## config.mk

```make
export PLATFORM = sky130hd
export DESIGN_NAME = pcc_datapath
export DESIGN_NICKNAME = d
export VERILOG_FILES = /design/src/hdl/pcc_pkg.sv /design/src/hdl/pcc_datapath.sv
export SDC_FILE = /design/constraint.sdc
export NUM_CORES = 1
export LEC_CHECK = 0
export ABC_AREA = 1
export BUFFER_PORTS_ARGS = -buffer_cell sky130_fd_sc_hd__clkbuf_2
export CAP_MARGIN = 20
export CORE_ASPECT_RATIO = 1.4
export CORE_MARGIN = 2
export CORE_UTILIZATION = 40
export CTS_BUF_LIST = sky130_fd_sc_hd__clkbuf_16
export CTS_CLUSTER_SIZE = 24
export DETAILED_ROUTE_END_ITERATION = 8
export PLACE_DENSITY_LB_ADDON = 0.08
export SLEW_MARGIN = 20
export SYNTH_ARGS = -nofsm -noshare
export SYNTH_HDL_FRONTEND = slang
export SYNTH_SLANG_ARGS = --single-unit
export TNS_END_PERCENT = 100
```

## constraint.sdc

```tcl
create_clock -name clk -period 4.2 [get_ports clk]
set_clock_uncertainty 0.2 [all_clocks]
set_input_delay 0.63 -clock clk [delete_from_list [all_inputs] [get_ports clk]]
set_output_delay 0.63 -clock clk [all_outputs]
set_load 0.1 [all_outputs]
```

## src/hdl/pcc_pkg.sv

```systemverilog
// Package for the packet CRC-8 and channel checker.
// Holds codes, widths, the controller/datapath bundles and the CRC-8 byte update.
// Used by every other file of the block; depends on nothing.
package pcc_pkg;

  localparam int FIXUP_LIMIT = 16;
  localparam int CFG_INDEX_W = 3;
  localparam int CFG_DATA_W  = 16;
  localparam logic [7:0] CRC_POLY = 8'h8c;

  localparam logic [7:0] START_DELIM_RST  = 8'd60;
  localparam logic [7:0] COLUMN_DELIM_RST = 8'd59;
  localparam logic [7:0] END_DELIM_RST    = 8'd62;
  localparam logic [7:0] CRC_INIT_RST     = 8'd0;
  localparam logic [7:0] CRC_EXTRA_RST    = 8'd1;

  typedef enum logic [CFG_INDEX_W-1:0] {
    CFG_START_DELIM      = 3'd0,
    CFG_COLUMN_DELIM     = 3'd1,
    CFG_END_DELIM        = 3'd2,
    CFG_CRC_INIT         = 3'd3,
    CFG_CRC_EXTRA        = 3'd4,
    CFG_EXPECTED_CHANNEL = 3'd5,
    CFG_CRC_CHECK_ENABLE = 3'd6
  } cfg_reg_t;

  typedef enum logic [1:0] {
    ST_OK            = 2'd0,
    ST_CRC_ERR       = 2'd1,
    ST_FORMAT_ERR    = 2'd2,
    ST_WRONG_CHANNEL = 2'd3
  } status_t;

  typedef enum logic [1:0] {
    PH_START  = 2'd0,
    PH_PRE    = 2'd1,
    PH_DIGITS = 2'd2,
    PH_DONE   = 2'd3
  } phase_t;

  typedef struct packed {
    logic accept;
    logic fixup_step;
    logic emit;
  } cmd_t;

  typedef struct packed {
    logic fixup_done;
    logic out_free;
  } sts_t;

  function automatic logic [7:0] crc8_step(input logic [7:0] crc_in,
                                           input logic [7:0] data_in);
    logic [7:0] c;
    logic [7:0] d;
    c = crc_in;
    d = data_in;
    for (int i = 0; i < 8; i++) begin
      if (c[0] ^ d[0]) begin
        c = (c >> 1) ^ CRC_POLY;
      end else begin
        c = c >> 1;
      end
      d = d >> 1;
    end
    return c;
  endfunction

  function automatic logic is_space(input logic [7:0] b);
    return (b == 8'd32) || (b >= 8'd9 && b <= 8'd13);
  endfunction

  function automatic logic is_digit(input logic [7:0] b);
    return (b >= 8'd48) && (b <= 8'd57);
  endfunction

endpackage

```

## src/hdl/pcc_datapath.sv

```systemverilog
// Datapath of the packet CRC-8 and channel checker.
// Register file, CRC register and byte delay line, channel parser and result register.
// Driven by pcc_ctrl commands; uses pcc_pkg.
module pcc_datapath #(
  parameter int FIXUP_LIMIT = pcc_pkg::FIXUP_LIMIT
) (
  input  logic                            clk,
  input  logic                            rst,
  input  pcc_pkg::cmd_t                   cmd,
  output pcc_pkg::sts_t                   sts,
  input  logic [7:0]                      data_byte,
  input  logic                            cfg_valid,
  input  logic [pcc_pkg::CFG_INDEX_W-1:0] cfg_index,
  input  logic [pcc_pkg::CFG_DATA_W-1:0]  cfg_value,
  output logic                            cfg_ready,
  output logic                            out_valid,
  input  logic                            out_ready,
  output logic [1:0]                      status,
  output logic signed [15:0]              channel_seen,
  output logic [7:0]                      crc_received,
  output logic [7:0]                      crc_computed
);

  localparam int RW = $clog2(FIXUP_LIMIT + 1);

  logic [7:0]        start_delim;
  logic [7:0]        column_delim;
  logic [7:0]        end_delim;
  logic [7:0]        crc_init;
  logic [7:0]        crc_extra;
  logic signed [15:0] expected_channel;
  logic              crc_check_enable;

  logic [7:0]        crc_value;
  logic [7:0]        held0;
  logic [7:0]        held1;
  logic [1:0]        bytes_seen;
  pcc_pkg::phase_t   phase;
  pcc_pkg::phase_t   phase_next;
  logic              is_negative;
  logic              is_negative_next;
  logic [15:0]       magnitude;
  logic [15:0]       magnitude_next;
  logic              digit_found;
  logic              digit_found_next;
  logic [RW-1:0]     rounds;

  logic [19:0]       mag_sum;
  logic [15:0]       mag_digit;
  logic              short_packet;
  logic              forbidden;
  logic signed [15:0] ch_value;
  logic [7:0]        rx_value;
  logic [7:0]        calc_value;
  pcc_pkg::status_t  status_value;

  assign cfg_ready = 1'b1;

  always_ff @(posedge clk) begin
    if (rst) begin
      start_delim      <= pcc_pkg::START_DELIM_RST;
      column_delim     <= pcc_pkg::COLUMN_DELIM_RST;
      end_delim        <= pcc_pkg::END_DELIM_RST;
      crc_init         <= pcc_pkg::CRC_INIT_RST;
      crc_extra        <= pcc_pkg::CRC_EXTRA_RST;
      expected_channel <= '0;
      crc_check_enable <= 1'b1;
    end else if (cfg_valid) begin
      case (pcc_pkg::cfg_reg_t'(cfg_index))
        pcc_pkg::CFG_START_DELIM:      start_delim      <= cfg_value[7:0];
        pcc_pkg::CFG_COLUMN_DELIM:     column_delim     <= cfg_value[7:0];
        pcc_pkg::CFG_END_DELIM:        end_delim        <= cfg_value[7:0];
        pcc_pkg::CFG_CRC_INIT:         crc_init         <= cfg_value[7:0];
        pcc_pkg::CFG_CRC_EXTRA:        crc_extra        <= cfg_value[7:0];
        pcc_pkg::CFG_EXPECTED_CHANNEL: expected_channel <= cfg_value[15:0];
        pcc_pkg::CFG_CRC_CHECK_ENABLE: crc_check_enable <= cfg_value[0];
        default: begin
        end
      endcase
    end
  end

  // A digit's value is its low nibble; magnitude times ten is two shifts.
  assign mag_sum = ({4'd0, magnitude} << 3) + ({4'd0, magnitude} << 1)
                   + {16'd0, data_byte[3:0]};
  assign mag_digit = (|mag_sum[19:16]) ? 16'hffff : mag_sum[15:0];

  always_comb begin
    phase_next       = phase;
    is_negative_next = is_negative;
    magnitude_next   = magnitude;
    digit_found_next = digit_found;
    case (phase)
      pcc_pkg::PH_START: begin
        phase_next = (data_byte == start_delim) ? pcc_pkg::PH_PRE : pcc_pkg::PH_DONE;
      end
      pcc_pkg::PH_PRE: begin
        if (pcc_pkg::is_space(data_byte)) begin
          phase_next = pcc_pkg::PH_PRE;
        end else if (data_byte == 8'd43 || data_byte == 8'd45) begin
          is_negative_next = (data_byte == 8'd45);
          phase_next       = pcc_pkg::PH_DIGITS;
        end else if (pcc_pkg::is_digit(data_byte)) begin
          magnitude_next   = mag_digit;
          digit_found_next = 1'b1;
          phase_next       = pcc_pkg::PH_DIGITS;
        end else begin
          phase_next = pcc_pkg::PH_DONE;
        end
      end
      pcc_pkg::PH_DIGITS: begin
        if (pcc_pkg::is_digit(data_byte)) begin
          magnitude_next   = mag_digit;
          digit_found_next = 1'b1;
        end else begin
          phase_next = pcc_pkg::PH_DONE;
        end
      end
      default: begin
      end
    endcase
  end

  always_ff @(posedge clk) begin
    if (rst) begin
      bytes_seen  <= '0;
      phase       <= pcc_pkg::PH_START;
      is_negative <= 1'b0;
      magnitude   <= '0;
      digit_found <= 1'b0;
      rounds      <= '0;
    end else if (cmd.emit) begin
      bytes_seen  <= '0;
      phase       <= pcc_pkg::PH_START;
      is_negative <= 1'b0;
      magnitude   <= '0;
      digit_found <= 1'b0;
    end else if (cmd.accept) begin
      if (bytes_seen != 2'd2) begin
        bytes_seen <= bytes_seen + 2'd1;
      end
      phase       <= phase_next;
      is_negative <= is_negative_next;
      magnitude   <= magnitude_next;
      digit_found <= digit_found_next;
      rounds      <= '0;
    end else if (cmd.fixup_step) begin
      rounds <= rounds + RW'(1);
    end
  end

  always_ff @(posedge clk) begin
    if (cmd.accept) begin
      crc_value <= (bytes_seen != 2'd2) ? crc_init : pcc_pkg::crc8_step(crc_value, held0);
      held0     <= held1;
      held1     <= data_byte;
    end else if (cmd.fixup_step) begin
      crc_value <= pcc_pkg::crc8_step(crc_value, crc_extra);
    end
  end

  assign short_packet = (bytes_seen != 2'd2);
  assign forbidden = (crc_value == start_delim) || (crc_value == column_delim)
                     || (crc_value == end_delim) || (crc_value == 8'd0);

  assign sts.fixup_done = short_packet || !forbidden || (rounds == RW'(FIXUP_LIMIT));
  assign sts.out_free   = !out_valid || out_ready;

  always_comb begin
    if (!digit_found) begin
      ch_value = '0;
    end else if (is_negative) begin
      ch_value = magnitude[15] ? 16'sh8000 : -$signed(magnitude);
    end else begin
      ch_value = (magnitude >= 16'd32767) ? 16'sh7fff : $signed(magnitude);
    end
    rx_value   = short_packet ? 8'd0 : held0;
    calc_value = short_packet ? 8'd0 : crc_value;
    if (short_packet) begin
      status_value = pcc_pkg::ST_FORMAT_ERR;
    end else if (crc_check_enable && (rx_value != calc_value)) begin
      status_value = pcc_pkg::ST_CRC_ERR;
    end else if (!digit_found) begin
      status_value = pcc_pkg::ST_FORMAT_ERR;
    end else if (ch_value != expected_channel) begin
      status_value = pcc_pkg::ST_WRONG_CHANNEL;
    end else begin
      status_value = pcc_pkg::ST_OK;
    end
  end

  always_ff @(posedge clk) begin
    if (rst) begin
      out_valid <= 1'b0;
    end else if (cmd.emit) begin
      out_valid <= 1'b1;
    end else if (out_ready) begin
      out_valid <= 1'b0;
    end
  end

  always_ff @(posedge clk) begin
    if (cmd.emit) begin
      status       <= status_value;
      channel_seen <= ch_value;
      crc_received <= rx_value;
      crc_computed <= calc_value;
    end
  end

endmodule

```

After elaboration in Yosys (flattened, before gate mapping)
Index checks and enable logic that the tools add are counted.
{"block": "totals", "reg_bits": 143, "out_inout_bits": 38, "ramBits": 0, "romBits": 0, "inputBits": 34, "word_cells": 188, "mem_count": 0, "latchBits": 0}
{"block": "op_classes", "n_mul": 0, "eq_ne": 22, "n_shift": 0, "reduce_logical": 34, "div": 0, "n_mux": 68, "addsub": 5, "bitwise_logic": 33, "magnitude_cmp": 5}
{"operator": "8-bit 2-to-1 mux", "count": 42}
{"operator": "16-bit 2-to-1 mux", "count": 8}
{"operator": "2-bit inverter with 3-bit output", "count": 15}
{"operator": "8-bit == test", "count": 4}
{"operator": "16-bit case mux with 2 select lines", "count": 1}
{"operator": "8-bit by 6-bit == test with 1-bit output (second input constant)", "count": 3}
{"operator": "19-bit by 17-bit adder with 20-bit output", "count": 1}
{"operator": "20-bit by 4-bit adder with 20-bit output", "count": 1}
{"operator": "2-bit AND reduction", "count": 9}
{"operator": "16-bit by 15-bit >= comparator with 1-bit output (second input constant)", "count": 1}
{"operator": "16-bit inequality test", "count": 1}
{"operator": "16-bit negation", "count": 1}
{"operator": "1-bit XOR", "count": 16}
{"operator": "2-bit 2-to-1 mux", "count": 6}
{"operator": "5-bit 2-to-1 mux", "count": 2}
{"operator": "3-bit == test (second input constant)", "count": 3}
{"operator": "8-bit by 4-bit >= comparator with 1-bit output (second input constant)", "count": 1}
{"operator": "8-bit by 6-bit >= comparator with 1-bit output (second input constant)", "count": 1}
{"operator": "8-bit by 4-bit <= comparator with 1-bit output (second input constant)", "count": 1}
{"operator": "8-bit by 6-bit <= comparator with 1-bit output (second input constant)", "count": 1}
{"operator": "8-bit logical NOT", "count": 1}
{"operator": "1-bit logical OR", "count": 8}
{"operator": "2-bit inequality test (second input constant)", "count": 4}
{"operator": "8-bit inequality test", "count": 1}
{"operator": "21 further kinds", "count": 35}

Logic depth before layout (Yosys ltp)
Gate-level depths: netlist of the first run.
{"block": "logic_depth", "ltp_word": 32, "mapped_depth": 19, "mapped_depth_nobuf": 18}

Worst setup path after synthesis of the first run
OpenSTA, ideal clock, no wires.
{"block": "synth_timing", "kind": "flip-flop to output port", "start": "register rounds[0]", "end": "output sts[1] in the netlist's numbering", "stages_incl_launch_ff": 5, "path_slack_ns": 0.666, "n_path_buf": 0, "arrival_ns": 2.704, "required_time_ns": 3.370, "cell_sequence": "dfxtp_1 > inv_1 > ha_1 > nand3_1 > o21ai_0"}
{"element": "from (decl)", "line_no": "pcc_datapath.sv:46", "rtl": "logic [RW-1:0] rounds;"}
{"element": "from (signal assigned)", "line_no": "pcc_datapath.sv:148", "rtl": "rounds <= rounds + RW'(1);"}
{"element": "to (decl)", "line_no": "pcc_datapath.sv:10", "rtl": "output pcc_pkg::sts_t sts,"}

==> flow_summary.json, run 1 <==
{
  "status": "completed",
  "nNetsFinal": 1283,
  "dpl.cell_count": 1449,
  "synth_top_area_cell": "edfxtp_1",
  "grt_pass1_vias": 7422,
  "finalNonFillerCells": 1481,
  "drc": 0,
  "drtIter0Drc": 404,
  "hp-start": "cfg_value[13]",
  "synth.distinct_cells": 52,
  "synthTopCellsByArea": "edfxtp_1 20%, dfxtp_1 20%, nand2_1 10%, inv_1 6.8%, nor2_1 6.2%",
  "drive_gt1_frac": 0.117,
  "cts_tree": "done",
  "ctsResizeCount": 0,
  "final_hold_viol_count": 0,
  "setup.worst_path.start_class": "register",
  "crit_type": "register to primary output",
  "critPathSlowestCell": "edfxtp_1",
  "rows": 63,
  "postCtsHoldBufs": 0,
  "die_area_mm2": 0.0228,
  "io_pins": 72,
  "gr-usage-met3": 0.0362,
  "drt-pass1-iter-count": 5,
  "synth-seq-cells": 143,
  "drv_cap": 0,
  "cts.sinks": 143,
  "ir_drop_mv": 0.304,
  "grt_overflow": 0,
  "fin_hold_ws_ps": 218,
  "die-width_um": 128,
  "largestRegisters": "channel_seen: 16 flops, expected_channel: 16 flops, magnitude: 16 flops",
  "cts_buffers": 17,
  "async_flop_share": 0,
  "grt_max_degree": 36,
  "cts_htree_levels": 4,
  "die_y_um": 178,
  "n_fill_cell": 2153,
  "rsz0062_at_grt": "false",
  "syn_inst": 1145,
  "cts_buffer_depth": 2,
  "clk_latency_ps": 430,
  "clock.fmax_mhz": 287,
  "critPathArrivalTime_ps": 2660,
  "path_clk_slew_ps": 70,
  "path_cells": "or2_2, nand4_1, nor4_1, a21oi_1, a21oi_1, o21ai_0, clkbuf_2",
  "synth-main-ff-cell": "dfxtp_1",
  "wl_mm": 23.2,
  "synthesis.nets": 1220,
  "timing.final.crit_share": 0.830,
  "post_cts_buffers": 0,
  "antenna_found_initial": 0,
  "p_leak_nw": 4.90,
  "core-area_mm2": 0.0212,
  "path_common_cell": "a21oi_1",
  "reg2regPathDepth": 17,
  "finalCriticalPeriod_ps": 3490,
  "worstPathMaxFanout": 8,
  "use_met1": 0.236,
  "num_antenna_cells": 0,
  "routabilityCongestion": 0.854,
  "critPathRequiredTime_ps": 3370,
  "initial_core_util": 0.407,
  "synth_seq_area_share": 0.399,
  "rrSetupSlack_ps": 890,
  "grt_util_met2": 0.408,
  "ant_nets": 0,
  "p_per_area_mw_per_mm2": 462,
  "hp-class": "input port to register",
  "hold_path_end": "expected_channel[13]$_SDFFE_PP0P_",
  "avgRoutedWirePerCell_um": 15.7,
  "cts-root-buf": "clkbuf_16",
  "reg2reg_to": "magnitude[4]$_SDFFE_PP0P_",
  "reg2reg_from": "magnitude[0]$_SDFFE_PP0P_",
  "yosysWarnings": 0,
  "slew_violations": 0,
  "fin_setup_tns_ps": 0,
  "end_kind": "primary output",
  "synth_edf_count": 58,
  "synth_top_area_frac": 0.202,
  "grt_most_used_layer": "met2",
  "setup_violations": 0,
  "syn_area_per_cell_um2": 7.53,
  "worst_pin_slew_ps": 818,
  "slew_headroom": 0.453,
  "viasPerCell": 5.03,
  "syn2layout_area_growth_pct": 14.0,
  "grt_pass1_wl_mm": 37.8,
  "portBuffers": 70,
  "post-synth-top-count-cell": "nand2_1",
  "syn-cell-area_mm2": 0.00862,
  "cpPeakStageDelay_ps": 730,
  "hpwl_mm": 17.4,
  "num_vias": 7449,
  "grtUsageTotal": 0.216,
  "synthTopCellsByCount": "238 x nand2_1, 157 x inv_1, 143 x nor2_1, 85 x dfxtp_1, 76 x a21oi_1",
  "hold_depth": 3
}
==> routing by layer <==
| layer | vias to the layer above | share of wire | wire length (µm) |
|---|---|---|---|
| met4 | 0 | 0.029 | 673 |
| li1 | 3842 | - | - |
| met3 | 43 | 0.028 | 643 |
| met1 | 3431 | 0.41 | 9450 |
| met5 | - | 0 | 0 |
| met2 | 133 | 0.54 | 12400 |
==> stage by stage <==
step	utilization	power [mW]	worst slack [ps]	cell area, µm²
after floorplan	-	2.65	666	8620
after global placement	0.434	2.95	556	9200
after detailed placement	0.434	2.96	509	9200
after CTS	0.464	4.57	688	9830
after global routing	0.464	4.78	599	9830
final	0.464	4.54	713	9830
==> worst max-delay path, delay by kind of cell, from the launching register on <==
family,cells,cell delay (ps)
flip-flops,1,730
buffers and inverters,1,390
AND/OR/NAND/NOR,3,590
AO/OA/AOI/OAI,3,510
==> where the power goes <==
group | leakage (nW) | total, mW | switching [mW] | internal [mW]
logic | 3.30 | 1.18 | 0.722 | 0.460
clock network | 0.320 | 1.61 | 0.639 | 0.970
registers | 1.28 | 1.75 | 0.185 | 1.56
==> cells by family (layout without fill, tap and decap cells) <==
family	after synthesis	count (layout)	synth area share
xor+xnor	72	72	0.0766
fa+ha+maj	41	41	0.0612
simple gates	516	516	0.256
flops	143	143	0.399
other cells	1	1	0.000435
buf+inv	199	275	0.0917
compound gates	173	173	0.115
==> cell type report <==
cell class              count  area (µm²)  share of cell area
multi-input cells         803        4390               0.446
flip-flops and latches    143        3440               0.350
inverters                 163         612              0.0622
clock buffers              21         526              0.0535
repair buffers             80         425              0.0433
well taps                 260         325              0.0331
clock inverters            11         110              0.0112
==> cell usage in the layout, fill, tap and decap left out, types with 2 or more instances in the layout <==
cell type  count
a21oi_1       76
inv_1        158
xor2_1        40
nor2_2         2
fa_1           2
or2_2          9
edfxtp_1      58
o211ai_1       6
nand3b_1       7
clkbuf_2      70
nand2_2        4
ha_1          39
a41oi_1        3
a21oi_2        2
o21ai_0       65
xnor2_2        3
a211oi_1       3
a21oi_4        2
nor4_1         9
buf_4         10
nor2_1       143
nor3_1        10
xnor2_1       28
nand3_1       74
o21ai_2        2
o22ai_1        2
clkinv_1       6
nand4_1       13
inv_4          2
inv_6          4
clkbuf_16     21
o221ai_1       4
dfxtp_1       85
clkinv_4       2
nand2_1      238
==> how the worst max path moves through the flow <==
| stage | start | endpoint | slack [ps] | cells after the start |
|---|---|---|---|---|
| after floorplan | rounds[0]$_SDFFE_PP0P_ | sts[1] | 670 | 4 |
| after global placement | data_byte[3] | magnitude[13]$_SDFFE_PP0P_ | 560 | 18 |
| after detailed placement | data_byte[3] | magnitude[13]$_SDFFE_PP0P_ | 510 | 18 |
| after CTS | crc_value[3]$_DFFE_PN_ | sts[1] | 690 | 8 |
| after global routing | crc_value[3]$_DFFE_PN_ | sts[1] | 600 | 8 |
| final | crc_value[1]$_DFFE_PN_ | sts[1] | 710 | 7 |
Note: power is estimated with default switching activity, not from simulation.
==> inputs of run 2 (changes only) <==
==> constraint.sdc (replaced) <==
create_clock -name clk -period 3.05 [get_ports clk]
set_clock_uncertainty 0.2 [all_clocks]
set_input_delay 0.4575 -clock clk [delete_from_list [all_inputs] [get_ports clk]]
set_output_delay 0.4575 -clock clk [all_outputs]
set_load 0.1 [all_outputs]
==> run 2 against run 1 <==
  * Final cell count grew 3.5%
  * Sequential cell count is the same
  * Core utilization grew 2.4 points
  * Sequential share of layout area shrank 1.6 points
  * Critical path type is now register to register
  * Sequential power grew 29%
  * First-iteration DRC count shrank 2.5%
  * Largest power group unchanged
  * Hold slack lost 160 ps
  * Total power grew 39%
  * Combinational power grew 65%
  * Critical path depth grew 10
  * Via count grew 0.70%
  * Clock power grew 33%
==> flow_summary.json, run 2 (same netlist as run 1, synthesis figures left out) <==
{
  "routabilityCongestion": 0.882,
  "rsz0062_at_grt": "true",
  "worst_pin_slew_ps": 798,
  "slew_headroom": 0.467,
  "layout_common_cells": "235 x nand2_1, 157 x inv_1, 142 x nor2_1, 78 x dfxtp_1, 76 x a21oi_1",
  "switching_share": 0.337,
  "gr-usage-met3": 0.0314,
  "grtUsageTotal": 0.215,
  "rows": 63,
  "fin_setup_tns_ps": 0,
  "hp-class": "input port to register",
  "setup_violations": 0,
  "ant_nets": 0,
  "grt_overflow": 0,
  "grt_pass1_wl_mm": 37.5,
  "crit_type": "register to register",
  "cts_buffers": 17,
  "cts-root-buf": "clkbuf_16",
  "viasPerCell": 4.89,
  "wl_mm": 23.8,
  "critPathRequiredTime_ps": 3170,
  "cts_htree_levels": 4,
  "dpl.cell_count": 1483,
  "pre_cts_slack_ps": -89.1,
  "clock.fmax_mhz": 337,
  "finalCriticalPeriod_ps": 2970,
  "core-area_mm2": 0.0212,
  "drtIter0Drc": 394,
  "cts_buffer_depth": 2,
  "num_antenna_cells": 0,
  "initial_core_util": 0.407,
  "portBuffers": 70,
  "grt_pass1_vias": 7318,
  "setup.worst_path.start_class": "register",
  "syn2layout_area_growth_pct": 19.9,
  "cts_tree": "done",
  "final_hold_viol_count": 0,
  "status": "completed",
  "finalNonFillerCells": 1533,
  "cts.sinks": 143,
  "p_comb_frac": 0.307,
  "timing.final.crit_share": 0.973,
  "die_area_mm2": 0.0228,
  "grt_max_degree": 59,
  "fin_hold_ws_ps": 54.0,
  "hpwl_mm": 17.9,
  "p_per_area_mw_per_mm2": 612,
  "critPathArrivalTime_ps": 3090,
  "die_y_um": 178,
  "n_fill_cell": 2147,
  "nNetsFinal": 1335,
  "p_leak_nw": 5.18,
  "startpoint": "magnitude[0]$_SDFFE_PP0P_",
  "die-width_um": 128,
  "p_int_mw": 4.20,
  "grt_most_used_layer": "met2",
  "num_vias": 7501,
  "final_common_cell": "nand2_1",
  "reg2reg_from": "magnitude[0]$_SDFFE_PP0P_",
  "antenna_found_initial": 0,
  "avgRoutedWirePerCell_um": 15.5,
  "drt-pass1-iter-count": 6,
  "slew_violations": 0,
  "hp-start": "cfg_value[14]",
  "worstPathMaxFanout": 8,
  "largestRegisters": "channel_seen: 16 flops, expected_channel: 16 flops, magnitude: 16 flops",
  "p_seq_frac": 0.355,
  "drv_cap": 0,
  "clk_latency_ps": 430,
  "io_pins": 72,
  "fin_ws_ps": 81.6,
  "use_met1": 0.235,
  "switchingPower_mw": 2.13,
  "end_kind": "register",
  "path_clk_slew_ps": 70,
  "pwr-share-clk": 0.337,
  "grt_util_met2": 0.418,
  "drive_gt1_frac": 0.168,
  "postCtsHoldBufs": 0,
  "drc": 0,
  "ir_drop_mv": 0.456
}
run 2: metal layers:
layer	routed length (µm)	vias to the layer above
met5	0	-
met4	456	0
met3	660	37
met2	13100	101
met1	9600	3418
li1	-	3945
run 2: timing repair:
item | CTS | global route
setup buffers | 9 | 8
gates resized for setup | 0 | 21
endpoints found under the setup margin | 1 | 19
cloned | 0 | 1
pin swaps | 0 | 4
run 2: stage by stage:
step                      power [mW]  utilization  cell area, µm²
after floorplan                 3.66            -            8630
after global placement          4.11        0.448            9510
after detailed placement        4.11        0.448            9510
after CTS                       6.36        0.480           10200
after global routing            6.65        0.488           10300
final                           6.33        0.488           10300
run 2: final timing paths:
path / to / slack (ps) / cells past startpoint
worst max register to register: magnitude[2]$_SDFFE_PP0P_ / 80 / 17
worst min register to register: held0[1]$_DFFE_PP_ / 220 / 0
worst min-delay path: expected_channel[14]$_SDFFE_PP0P_ / 50 / 3
worst max-delay path: magnitude[2]$_SDFFE_PP0P_ / 80 / 17
run 2: worst max-delay path: stages (launching register included):
cell and delay (ps):
dfxtp_4 370, fa_1 490, buf_4 160, ha_4 260
nand3_2 70, nand3_2 110, a21oi_4 70, o21ai_2 180
nand2_2 100, nor2_4 90, nor2_1 40, nand2_1 60
nand2_1 90, a21oi_4 220, clkbuf_16 190, nand3_1 70
nand2_1 60, inv_1 40
run 2: cell type report:
class                           count  area (µm²)  area share
Multi-Input combinational cell    803        4460       0.431
Sequential cell                   143        3460       0.334
Timing Repair Buffer              132         886      0.0857
Inverter                          163         612      0.0592
Clock buffer                       18         450      0.0436
Tap cell                          260         325      0.0315
Clock inverter                     14         151      0.0146
run 2: power groups by stage:
stage                     logic (mW)  clock network [mW]  registers (mW)
after floorplan                 1.28                   0            2.37
after global placement          1.71                   0            2.39
after detailed placement        1.72                   0            2.40
after CTS                       1.87                2.19            2.30
after global routing            2.13                2.27            2.26
final                           1.95                2.14            2.25
==> inputs of run 3 (changes only) <==
--- a/config.mk
+++ b/config.mk
@@ -15,6 +15,7 @@
 export CTS_CLUSTER_SIZE = 24
 export DETAILED_ROUTE_END_ITERATION = 8
 export PLACE_DENSITY_LB_ADDON = 0.08
+export REMOVE_ABC_BUFFERS = 1
 export SLEW_MARGIN = 20
 export SYNTH_ARGS = -nofsm -noshare
 export SYNTH_HDL_FRONTEND = slang
==> run 3 against run 2 <==
  * Sequential share of layout area up 0.094 points
  * Sequential cell count unchanged
  * Global-route usage up 0.16 points
  * Worst setup slack worse by 77 ps
  * Combinational power down 3%
  * Routed wire length up 0.57%
  * Final cell count down 0.26%
  * Hold slack worse by 17 ps
  * Non-clock buffer count down 4
  * Core utilization down 0.28 points
==> flow_summary.json, run 3 (same netlist as run 1, synthesis figures left out) <==
{
  "timing.final.crit_share": 0.999,
  "num_antenna_cells": 0,
  "cts.sinks": 143,
  "cts-root-buf": "clkbuf_16",
  "drt-pass1-iter-count": 5,
  "critPathRequiredTime_ps": 3180,
  "gr-usage-met3": 0.0304,
  "rsz0062_at_grt": "true",
  "nNetsFinal": 1331,
  "setup_violations": 0,
  "rows": 63,
  "worstPathMaxFanout": 8,
  "drc": 0,
  "setup.worst_path.start_class": "register",
  "end_kind": "register",
  "grt_most_used_layer": "met2",
  "use_met1": 0.241,
  "syn2layout_area_growth_pct": 19.2,
  "cts_buffer_depth": 2,
  "p_leak_nw": 5.14,
  "drv_cap": 0,
  "cts_htree_levels": 4,
  "critPathArrivalTime_ps": 3180,
  "grt_pass1_vias": 7370,
  "antenna_found_initial": 0,
  "num_vias": 7657,
  "status": "completed",
  "wl_mm": 23.9,
  "grt_max_degree": 59,
  "finalCriticalPeriod_ps": 3050,
  "portBuffers": 70,
  "grtUsageTotal": 0.217,
  "layout_common_cells": "238 x nand2_1, 155 x inv_1, 142 x nor2_1, 82 x dfxtp_1, 76 x a21oi_1",
  "grt_overflow": 0,
  "die_y_um": 178,
  "initial_core_util": 0.407,
  "grt_util_met2": 0.409,
  "cts_buffers": 17,
  "clk_latency_ps": 430,
  "worst_pin_slew_ps": 881,
  "total_power_mw": 6.36,
  "viasPerCell": 5.01,
  "grt_pass1_wl_mm": 38.0,
  "largestRegisters": "channel_seen: 16 flops, expected_channel: 16 flops, magnitude: 16 flops",
  "hpwl_mm": 18.1,
  "fin_hold_ws_ps": 37.0,
  "drive_gt1_frac": 0.163,
  "clock.fmax_mhz": 328,
  "die-width_um": 128,
  "slew_violations": 0,
  "slew_headroom": 0.412,
  "routabilityCongestion": 0.877,
  "cts_tree": "done",
  "fin_setup_tns_ps": 0,
  "drtIter0Drc": 413,
  "design_area_mm2": 0.0103,
  "final_common_cell": "nand2_1",
  "post_dp_cell_area_mm2": 0.00954,
  "p_per_area_mw_per_mm2": 619,
  "final_hold_viol_count": 0,
  "core-area_mm2": 0.0212,
  "hp-class": "input port to register",
  "avgRoutedWirePerCell_um": 15.6,
  "path_clk_slew_ps": 70,
  "io_pins": 72,
  "ant_nets": 0,
  "die_area_mm2": 0.0228,
  "ir_drop_mv": 0.556,
  "n_fill_cell": 2154,
  "crit_type": "register to register"
}
==> run 3: changes by cell type in the layout (fill, tap and decap cells not counted), moves of 3 or more <==
cell,change
ha_1,+3
nand3_1,-4
nand3_2,+4
nand2_2,-3
inv_4,-3
buf_4,-3
dfxtp_1,+4
nand2_1,+3
==> run 3: where the power goes <==
part | internal [mW] | switching (mW)
clock | 1.30 | 0.904
combinational | 0.755 | 1.13
sequential | 2.15 | 0.119
total | 4.20 | 2.16
==> run 3: through the flow <==
step,std cells,util,setup WS [ps]
3_3_place_gp,1489,0.450,-204
4_1_cts,1521,0.478,16.0
6_report,1529,0.485,4.29
2_1_floorplan,1109,-,-312
5_1_grt,1529,0.485,-115
3_5_place_dp,1489,0.450,-236
==> run 3: repair_timing <==
action                                  CTS  global route
endpoints found under the setup margin    0            17
setup buffers                             0             7
resized for setup                         0            17
hold buffers                              0             0
==> run 3: cell type report <==
cell class	count	area, µm²	area share
clock buffers	17	425	0.0414
repair buffers	128	843	0.0820
clock inverters	15	185	0.0180
inverters	163	612	0.0595
well taps	260	325	0.0316
flip-flops and latches	143	3450	0.335
multi-input cells	803	4440	0.432
==> run 3: critical path, cell delays in order, from the launching register on <==
cell and delay, ps:
dfxtp_2 330, fa_1 550, inv_2 50, fa_2 400, inv_2 60, nand3_2 50
nand2_2 100, a21oi_4 70, o21ai_4 140, nand2_2 90, o21ai_2 150, nor2_2 60
nor3b_4 310, clkbuf_16 220, nand3_1 70, nand2_1 60, inv_1 40
==> run 3: worst paths after layout <==
check | from | to | slack, ps | cells past startpoint
setup reg to reg | magnitude[0]$_SDFFE_PP0P_ | magnitude[9]$_SDFFE_PP0P_ | 4 | 16
hold / removal | cfg_value[13] | expected_channel[13]$_SDFFE_PP0P_ | 40 | 3
setup / recovery | magnitude[0]$_SDFFE_PP0P_ | magnitude[9]$_SDFFE_PP0P_ | 4 | 16
hold reg to reg | held1[5]$_DFFE_PP_ | held0[5]$_DFFE_PP_ | 220 | 0
==> run 3: per-layer routing <==
metal  vias up  wire length [µm]
li1       3937                 -
met2       132             12700
met3        43               553
met4         0               769
met5         -                 0
met1      3545              9860
